===== config.mk =====
export PLATFORM = sky130hd
export DESIGN_NAME = scba_ram
export DESIGN_NICKNAME = d
export VERILOG_FILES = /design/src/sv/scba_ram.sv
export SDC_FILE = /design/constraint.sdc
export NUM_CORES = 1
export LEC_CHECK = 0
export ABC_AREA = 1
export BUFFER_PORTS_ARGS = -buffer_cell sky130_fd_sc_hd__buf_2
export CAP_MARGIN = 25
export CORE_ASPECT_RATIO = 0.7
export CORE_UTILIZATION = 50
export DETAILED_ROUTE_END_ITERATION = 10
export GPL_TIMING_DRIVEN = 0
export PLACE_DENSITY = 0.7
export SYNTH_ARGS = -nofsm -noshare
export SYNTH_HDL_FRONTEND = slang
export SYNTH_SLANG_ARGS = --single-unit

===== constraint.sdc =====
create_clock -name i_clk -period 0.9 [get_ports i_clk]
set_input_delay 0 -clock i_clk [delete_from_list [all_inputs] [get_ports i_clk]]
set_output_delay 0 -clock i_clk [all_outputs]
set_load 0.1 [all_outputs]

===== src/sv/scba_ram.sv =====
// Generic simple dual-port RAM: one write and one registered read per cycle.
// Self-contained; read data shows the contents before a same-cycle write.
module scba_ram #(
    parameter int WIDTH = 8,
    parameter int DEPTH = 16
) (
    input  logic                                      i_clk,
    input  logic                                      i_we,
    input  logic [((DEPTH > 1) ? $clog2(DEPTH) : 1)-1:0] i_waddr,
    input  logic [WIDTH-1:0]                          i_wdata,
    input  logic [((DEPTH > 1) ? $clog2(DEPTH) : 1)-1:0] i_raddr,
    output logic [WIDTH-1:0]                          o_rdata
);
    logic [WIDTH-1:0] mem [DEPTH];

    always_ff @(posedge i_clk) begin
        if (i_we) begin
            mem[i_waddr] <= i_wdata;
        end
        o_rdata <= mem[i_raddr];
    end
endmodule


==> flow_summary_export.csv, run 1 <==
group,metric,value,unit
clock_tree,worstSkewPairLatency,0.42,ns
clock_tree,clk_pin_slew,0.06,ns
clock_tree,htreeDepth,4,
placed_design,dp_cells,726,
power,ir_drop,0.00147,V
critical_path,timing.reg2reg.worst_path_depth,6,
logic_synthesis,synth_top_cell_area_share,0.667,
die,die_x,130,µm
die,core_region_area,11100,µm²
grt,grt_max_degree,17,
critical_path,end_kind,"flop",
route,drcViolationCount,0,
finish,final_cells,759,
status,violations,"negative setup slack",
sta,slew_headroom,0.608,
power,p_leak,0.00302,µW
clock_tree,numCtsBuffers,17,
placed_design,port-buffer-count,22,
grt,grt_pass1_wl,21700,µm
sta,slew_violations,0,
power,switchingPower,3910,µW
finish,final_area,7110,µm²
power,power_density,2190,nW/µm²
logic_synthesis,netlist_instances,551,
logic_synthesis,synth_area,5770,µm²
logic_synthesis,yosysUniqueCellTypes,12,
die,start_util,0.518,
logic_synthesis,yosys.area.top_type,"edfxtp_1",
logic_synthesis,syn-num-nets,569,
sta,final-hold-violation-count,0,
finish,n_antenna_cell,0,
critical_path,required,1.20,ns
clock_tree,cts_tree,"built",
logic_synthesis,synth-warning-count,0,
sta,worst_slack,-0.0960,ns
sta,worst_pin_slew,0.587,ns
route,dr.pass1.iters,6,
route,vias_per_cell,5.32,
flow_run,cap_violations,0,
die,die_y,91.9,µm
route,wl,14600,µm
clock_tree,clkSinkCount,136,
logic_synthesis,synth-compound-area-share,0,
grt,grtUsageTotal,0.261,
logic_synthesis,ys_seq_area_frac,0.694,
placed_design,place_area,6090,µm²
logic_synthesis,synth_xor_area_frac,0,
logic_synthesis,synth_top_family_by_area,"simple AND/OR/NAND/NOR gates",
route,dr_total_vias,4036,
power,combPwrFrac,0.095,
critical_path,startpoint_type,"flop",
logic_synthesis,synthAdderAreaFrac,0,
route,dr.first_iter.drc_count,514,
sta,final-setup-viol-count,16,
route,ant_nets,0,
clock_tree,ctsLongestPathBuffers,2,
finish,fin_util,0.638,
sta,fin_skew,0.00874,ns
logic_synthesis,ys_top_cells_by_area,"edfxtp_1, nand2_1, nand3_1",
placed_design,gp_congestion,0.873,
power,internal_power,11700,µW
sta,fin_crit_sh,1.11,
sta,fmax,1000,MHz
power,swShare,0.251,
grt,grt_pass1_vias,3757,
worst_hold_path,hold_path_depth,1,
logic_synthesis,postSynthAreaPerCell,10.5,µm²
sta,rsz0062_at_grt,"true",
die,rows,32,
sta,period_needed,0.996,ns
critical_path,worstSetupPathType,"flop to flop",
power,seq_power_share,0.459,
worst_hold_path,hp-class,"input port to flop",
grt,antenna_found_initial,0,
die,ios,26,
grt,grt_remaining_overflow,0,
sta,whs,0.00208,ns
power,p_total,15600,µW
logic_synthesis,synthSimpleGateAreaFrac,0.210,
status,outcome,"complete, but fails checks",
power,power.share.clock,0.446,
finish,syn2layout_area_growth,23.2,%
finish,num-nets-final,611,
clock_tree,post_cts_buffers,0,
logic_synthesis,yosys_register_bits,136,
critical_path,cp.arrival,1.29,ns
clock_tree,cts_root_buffer,"clkbuf_16",
die,fp.dieArea,12000,µm²
critical_path,critical_path.max_fanout,1,
finish,drive_above_1_share,0.269,
logic_synthesis,synth_mux_area_frac,0,
placed_design,dp_hpwl,9180,µm
route,wl_per_cell,19.2,µm
## worst paths after layout
check                        from                   to  slack (ns)
max          mem[11][6]$_DFFE_PP_   o_rdata[6]$_DFF_P_        -0.1
min                    i_wdata[6]  mem[3][6]$_DFFE_PP_       0.002
max reg2reg  mem[11][6]$_DFFE_PP_   o_rdata[6]$_DFF_P_        -0.1
min reg2reg  mem[12][5]$_DFFE_PP_   o_rdata[5]$_DFF_P_        0.71
## worst max-delay path: stages (launching register included)
cell and delay (ns):
edfxtp_1 0.38, nand2_1 0.08, nand2_1 0.06, nand2_2 0.07, nand3_1 0.07, nand3_1 0.11
nand2_1 0.09
## layer usage
metal,wire [µm],global-route usage
met5,0,0
met4,351,0.105
met3,1430,0.0723
met2,6190,0.358
met1,6610,0.390
## layout make-up
cell class | count | area, µm²
well taps | 153 | 191
flip-flops and latches | 136 | 4010
repair buffers | 23 | 240
multi-input cells | 289 | 1520
fillers | 874 | 4020
inverters | 102 | 383
plain buffers | 24 | 166
clock inverters | 14 | 166
clock buffers | 18 | 429
## power by group through the flow
stage          sequential (µW)  clock, µW  combinational, µW
5_1_grt                   7160       7230               1570
3_3_place_gp              7250          0               1190
6_report                  7150       6950               1480
3_5_place_dp              7260          0               1210
4_1_cts                   7150       6950               1400
2_1_floorplan             7560          0                502
## placed cells by master, fill, tap and decap left out, types with 4 or more instances in the layout
cell type    n
nand2_1    154
edfxtp_1   128
inv_1       97
nand3_1     58
nand3_2     39
buf_2       27
nand2_2     19
clkbuf_16   17
nor2_2      12
dfxtp_2      8
buf_12       8
buf_6        6
inv_2        5
clkinv_4     5
buf_4        4
nor2_4       4
## flip-flops by register name (all words and copies together) (netlist names)
register and flops:
mem 128, o_rdata 8
## kinds of logic (layout without fill, tap and decap cells)
logic type,after synthesis,in the layout
DFF,136,136
and+or+nand+nor,289,289
buffers and inverters,126,181
## cell usage after synthesis
library cell and number:
nand2_1 173, nor2_1 17, buf_1 1, dfxtp_1 8
nand3_1 97, buf_2 13, buf_6 6, buf_4 4
inv_1 100, nand3b_1 2, edfxtp_1 128, inv_2 2
## metrics by stage
step,setup TNS [ns],setup slack [ns]
floorplan,-4.12,-0.0508
global placement,-55.92,-0.582
detailed placement,-59.10,-0.651
CTS,-0.696,-0.0720
global route,-2.09,-0.135
finish,-0.832,-0.0960
## timing repair
action	4_1_cts	5_1_grt
pin swaps	19	22
gates resized for setup	71	39
cloned	0	0
hold buffers	1	0
setup endpoints to repair	88	72
endpoints found under the hold margin	16	0
No activity file was read; power rests on OpenSTA's default activity.
==> run 2: changes to the inputs <==
--- a/config.mk
+++ b/config.mk
@@ -12,7 +12,7 @@
 export CORE_UTILIZATION = 50
 export DETAILED_ROUTE_END_ITERATION = 10
 export GPL_TIMING_DRIVEN = 0
-export PLACE_DENSITY = 0.7
+export PLACE_DENSITY = 0.67
 export SYNTH_ARGS = -nofsm -noshare
 export SYNTH_HDL_FRONTEND = slang
 export SYNTH_SLANG_ARGS = --single-unit
==> constraint.sdc (replaced) <==
create_clock -name i_clk -period 1.2 [get_ports i_clk]
set_input_delay 0 -clock i_clk [delete_from_list [all_inputs] [get_ports i_clk]]
set_output_delay 0 -clock i_clk [all_outputs]
set_load 0.1 [all_outputs]
==> run 2 against run 1 <==
Die area is the same. Clock power fell by 25%. The flow now finishes without violations. Register-to-register slack gained 0.22 ns. Largest power group unchanged. Utilization down 4.0 points. Flip-flop and latch count stayed put. Total power is 26% lower.
==> flow_summary_export.csv, run 2 (same netlist as run 1, synthesis figures left out) <==
group,metric,value,unit
status,outcome,"finished, final reports clean",
clock_tree,post_cts_buffers,0,
grt,grt_pass1_vias,3720,
clock_tree,worstSkewPairLatency,0.42,ns
die,start_util,0.518,
critical_path,cp_num_buf_inv,1,
sta,worst_slack,0.0500,ns
sta,fin_crit_sh,0.958,
critical_path,startpoint_type,"flop",
power,power.share.clock,0.455,
critical_path,crit_chain,"buf_2",
critical_path,max_stage_delay,0.42,ns
sta,slew_violations,0,
worst_hold_path,hp-class,"input port to flop",
route,wl,14400,µm
finish,fin_util,0.598,
power,seq_power_share,0.464,
power,swShare,0.238,
route,ant_nets,0,
finish,n_antenna_cell,0,
route,wl_per_cell,19.0,µm
critical_path,cp-startpoint,"o_rdata[4]$_DFF_P_",
finish,largest-register,"mem",
sta,period_needed,1.15,ns
critical_path,cp.arrival,1.15,ns
finish,layout_common_cells,"nand2_1, edfxtp_1, inv_1",
placed_design,dpl_worst_slack,-0.330,ns
placed_design,gp_congestion,0.899,
finish,num-nets-final,610,
clock_tree,ctsLongestPathBuffers,2,
finish,layout_commonest_cell,"nand2_1",
sta,whs,0.0110,ns
grt,grt_remaining_overflow,0,
critical_path,rr_startpoint,"mem[0][6]$_DFFE_PP_",
route,dr_total_vias,4037,
route,dr.pass1.iters,6,
clock_tree,numCtsBuffers,17,
critical_path,required,1.20,ns
die,core_region_area,11100,µm²
die,die_x,130,µm
power,combPwrFrac,0.081,
power,ir_drop,0.000919,V
clock_tree,htreeDepth,4,
critical_path,cp_slowest_cell,"buf_2",
die,ios,26,
critical_path,worstSetupPathType,"flop to output port",
sta,rsz0062_at_grt,"false",
clock_tree,clk_pin_slew,0.06,ns
critical_path,critical_path.max_fanout,1,
sta,slew_headroom,0.366,
critical_path,path_delay_family,"buffers and inverters",
die,die_y,91.9,µm
route,dr.first_iter.drc_count,492,
clock_tree,cts_hold_buffers,0,
sta,fmax,870,MHz
finish,syn2layout_area_growth,15.4,%
power,switchingPower,2730,µW
power,power_density,1730,nW/µm²
clock_tree,cts_root_buffer,"clkbuf_16",
finish,drive_above_1_share,0.126,
power,internal_power,8770,µW
finish,fillers,963,
route,drcViolationCount,0,
finish,reg_top3,"mem x128, o_rdata x8",
die,rows,32,
grt,antenna_found_initial,0,
die,fp.dieArea,12000,µm²
grt,grtUsageTotal,0.257,
critical_path,end_kind,"output port",
finish,largest_register_ffs,128,
power,p_leak,0.00289,µW
clock_tree,clkSinkCount,136,
placed_design,dp_hpwl,9350,µm
route,vias_per_cell,5.33,
sta,worst_pin_slew,0.947,ns
worst_hold_path,hp-start,"i_wdata[0]",
clock_tree,cts_tree,"built",
sta,fin_skew,0.00702,ns
sta,final-hold-violation-count,0,
grt,grt_pass1_wl,21200,µm
grt,grt_max_degree,17,
sta,final-setup-viol-count,0,
placed_design,port-buffer-count,22,
flow_run,cap_violations,0,
==> run 2: changes by cell type in the layout (fill, tap and decap cells not counted), sizes merged <==
| cell | previous run | this run |
|---|---|---|
| inv | 106 | 103 |
| clkinv | 5 | 7 |
| bufinv | 2 | 3 |
| clkbuf | 18 | 19 |
| clkinvlp | 3 | 2 |
| dlygate4sd3 | 1 | 0 |
==> run 2: power by group through the flow <==
stage          clock (µW)  sequential (µW)  combinational (µW)
3_5_place_dp            0             5440                 912
3_3_place_gp            0             5430                 900
5_1_grt              5400             5350                 990
2_1_floorplan           0             5660                 375
6_report             5230             5340                 931
4_1_cts              5240             5340                 918
==> run 2: cell type report <==
| cell class | count | area [µm²] | share of cell area |
|---|---|---|---|
| sequential | 136 | 4000 | 0.601 |
| multi-input combinational | 289 | 1220 | 0.183 |
| clock buffer | 19 | 433 | 0.0650 |
| inverter | 102 | 383 | 0.0575 |
| tap | 153 | 191 | 0.0288 |
| buffer | 24 | 166 | 0.0250 |
| clock inverter | 13 | 154 | 0.0231 |
| timing repair buffer | 22 | 110 | 0.0165 |
==> run 2: timing repair <==
item                                    CTS  global route
endpoints found under the setup margin    0             8
hold endpoints to repair                  0             0
gates resized for setup                   0             1
==> run 2: worst paths after layout <==
path	end	slack (ns)	cells past startpoint
max	o_rdata[4]	0.05	1
min	mem[3][0]$_DFFE_PP_	0.01	1
max reg2reg	o_rdata[6]$_DFF_P_	0.12	6
min reg2reg	o_rdata[5]$_DFF_P_	0.71	6
==> run 2: routing by layer <==
| layer | GRT usage | vias to the layer above | wire length, µm |
|---|---|---|---|
| met3 | 0.0659 | 30 | 1550 |
| met2 | 0.367 | 208 | 6170 |
| li1 | - | 1861 | - |
| met4 | 0.102 | 0 | 311 |
| met5 | 0 | - | 0 |
| met1 | 0.375 | 1938 | 6350 |
==> run 2: metrics by stage <==
step | cell area, µm² | instances | power, µW | TNS, ns
floorplan | 5770 | 551 | 6030 | 0
CTS | 6660 | 758 | 11500 | 0
global route | 6660 | 758 | 11700 | 0
global placement | 6070 | 726 | 6330 | -22.05
finish | 6660 | 758 | 11500 | 0
detailed placement | 6070 | 726 | 6350 | -26.37
==> run 3: changes to the inputs <==
==> constraint.sdc (replaced) <==
create_clock -name i_clk -period 1.4 [get_ports i_clk]
set_input_delay 0 -clock i_clk [delete_from_list [all_inputs] [get_ports i_clk]]
set_output_delay 0 -clock i_clk [all_outputs]
set_load 0.1 [all_outputs]
==> run 3 against run 2 <==
Setup slack improved by 0.20 ns. Wire length barely moved. First-iteration DRC count rose by 9.3%. Total power fell by 14%. Cell count did not move. Non-clock buffer count did not move. Flip-flop and latch count did not move. Clock power fell by 14%. Combinational power fell by 14%. Global-route usage did not move. Critical endpoint unchanged. Critical path type unchanged. Via count fell by 0.40%. Critical path depth did not move.
==> flow_summary_export.csv, run 3 (same netlist as run 1, synthesis figures left out) <==
group,metric,value,unit
sta,final-hold-violation-count,0,
placed_design,gp_congestion,0.899,
critical_path,max_stage_delay,0.42,ns
worst_hold_path,hp-class,"input port to flop",
finish,layout_common_cells,"nand2_1, edfxtp_1, inv_1",
finish,largest_register_ffs,128,
clock_tree,cts_resized,0,
die,fp.dieArea,12000,µm²
clock_tree,ctsLongestPathBuffers,2,
finish,drive_above_1_share,0.124,
power,switchingPower,2360,µW
critical_path,cp.arrival,1.15,ns
sta,rsz0062_at_grt,"false",
clock_tree,post_cts_buffers,0,
die,die_x,130,µm
sta,worst_pin_slew,0.935,ns
critical_path,cp_slowest_cell,"buf_2",
power,internal_power,7510,µW
route,ant_nets,0,
route,vias_per_cell,5.30,
grt,grt.met2_usage,0.367,
die,core_region_area,11100,µm²
grt,grt_pass1_wl,21200,µm
die,start_util,0.518,
clock_tree,htreeDepth,4,
critical_path,rr_startpoint,"mem[0][6]$_DFFE_PP_",
power,power_density,1480,nW/µm²
power,combPwrFrac,0.081,
route,dr_total_vias,4021,
grt,grtUsageTotal,0.257,
finish,final_area,6660,µm²
critical_path,startpoint_type,"flop",
critical_path,worstSetupPathType,"flop to output port",
clock_tree,numCtsBuffers,17,
critical_path,cp_num_buf_inv,1,
finish,fillers,962,
finish,reg_top3,"mem x128, o_rdata x8",
grt,antenna_found_initial,0,
flow_run,cap_violations,0,
critical_path,crit_chain,"buf_2",
grt,grt-busiest-layer,"met1",
die,die_y,91.9,µm
clock_tree,cts_tree,"built",
die,rows,32,
route,drcViolationCount,0,
grt,grt_max_degree,17,
placed_design,dp_hpwl,9350,µm
clock_tree,clk_pin_slew,0.06,ns
worst_hold_path,hp-start,"i_wdata[2]",
finish,layout_commonest_cell,"nand2_1",
sta,fin_skew,0.00816,ns
critical_path,ff2ff_setup_slack,0.32,ns
clock_tree,clkSinkCount,136,
clock_tree,cts_root_buffer,"clkbuf_16",
sta,fmax,868,MHz
sta,final-setup-viol-count,0,
clock_tree,worstSkewPairLatency,0.42,ns
route,wl,14400,µm
power,p_leak,0.00289,µW
grt,grt_remaining_overflow,0,
route,dr.first_iter.drc_count,538,
sta,fin_crit_sh,0.823,
sta,setup_tns,0,ns
worst_hold_path,hold_end,"mem[0][2]$_DFFE_PP_",
critical_path,critical_path.max_fanout,1,
sta,slew_headroom,0.375,
sta,period_needed,1.15,ns
grt,use_met1,0.375,
grt,grt_pass1_vias,3720,
power,power.share.clock,0.456,
critical_path,timing.reg2reg.worst_path_depth,6,
critical_path,path_delay_family,"buffers and inverters",
grt,globalRouteMet3Util,0.0659,
finish,n_antenna_cell,0,
power,seq_power_share,0.463,
worst_hold_path,hold_path_depth,1,
sta,slew_violations,0,
critical_path,timing.rr.end,"o_rdata[6]$_DFF_P_",
sta,whs,0.0119,ns
critical_path,end_kind,"output port",
critical_path,required,1.40,ns
route,wl_per_cell,19.0,µm
placed_design,port-buffer-count,22,
power,ir_drop,0.000794,V
die,ios,26,
finish,num-nets-final,610,
finish,largest-register,"mem",
power,swShare,0.239,
status,outcome,"finished, final reports clean",
route,dr.pass1.iters,5,
clock_tree,cts_hold_buffers,0,
placed_design,place_area,6070,µm²
finish,syn2layout_area_growth,15.4,%
==> run 3: cell counts in the layout (fill, tap and decap cells not counted) <==
No cell type changed its count.
==> run 3: layout make-up <==
class	instances	area, µm²	share of cell area
flip-flops and latches	136	4000	0.602
clock inverters	13	154	0.0231
inverters	102	383	0.0575
clock buffers	19	433	0.0650
multi-input cells	289	1210	0.182
plain buffers	24	166	0.0250
repair buffers	22	110	0.0165
well taps	153	191	0.0288
==> run 3: routing by layer <==
metal | wire length [µm] | share of wire | vias to the layer above
met5 | 0 | 0 | -
met4 | 286 | 0.020 | 0
met3 | 1560 | 0.11 | 28
met2 | 6170 | 0.43 | 208
met1 | 6390 | 0.44 | 1930
li1 | - | - | 1855
==> run 3: worst max path at each step <==
| stage | from | to | slack, ns | cells past startpoint |
|---|---|---|---|---|
| after floorplan | i_waddr[2] | mem[10][0]$_DFFE_PP_ | 0.45 | 2 |
| after global placement | i_waddr[3] | mem[6][6]$_DFFE_PP_ | -0.11 | 3 |
| after detailed placement | i_waddr[3] | mem[6][0]$_DFFE_PP_ | -0.13 | 3 |
| after CTS | o_rdata[4]$_DFF_P_ | o_rdata[4] | 0.24 | 1 |
| after global routing | i_waddr[3] | mem[7][6]$_DFFE_PP_ | 0.17 | 3 |
| final | o_rdata[4]$_DFF_P_ | o_rdata[4] | 0.25 | 1 |
==> run 3: power groups by stage <==
| stage | clock, µW | sequential [µW] | combinational [µW] |
|---|---|---|---|
| floorplan | 0 | 4850 | 321 |
| global placement | 0 | 4660 | 772 |
| detailed placement | 0 | 4660 | 781 |
| CTS | 4490 | 4580 | 787 |
| global route | 4630 | 4580 | 848 |
| finish | 4500 | 4570 | 797 |
==> run 3: stage by stage <==
step | instances | utilization | power (µW) | setup WS (ns)
6_report | 758 | 0.598 | 9870 | 0.248
5_1_grt | 758 | 0.598 | 10100 | 0.169
4_1_cts | 758 | 0.598 | 9850 | 0.238
3_5_place_dp | 726 | 0.545 | 5440 | -0.130
3_3_place_gp | 726 | 0.545 | 5430 | -0.114
2_1_floorplan | 551 | - | 5170 | 0.449
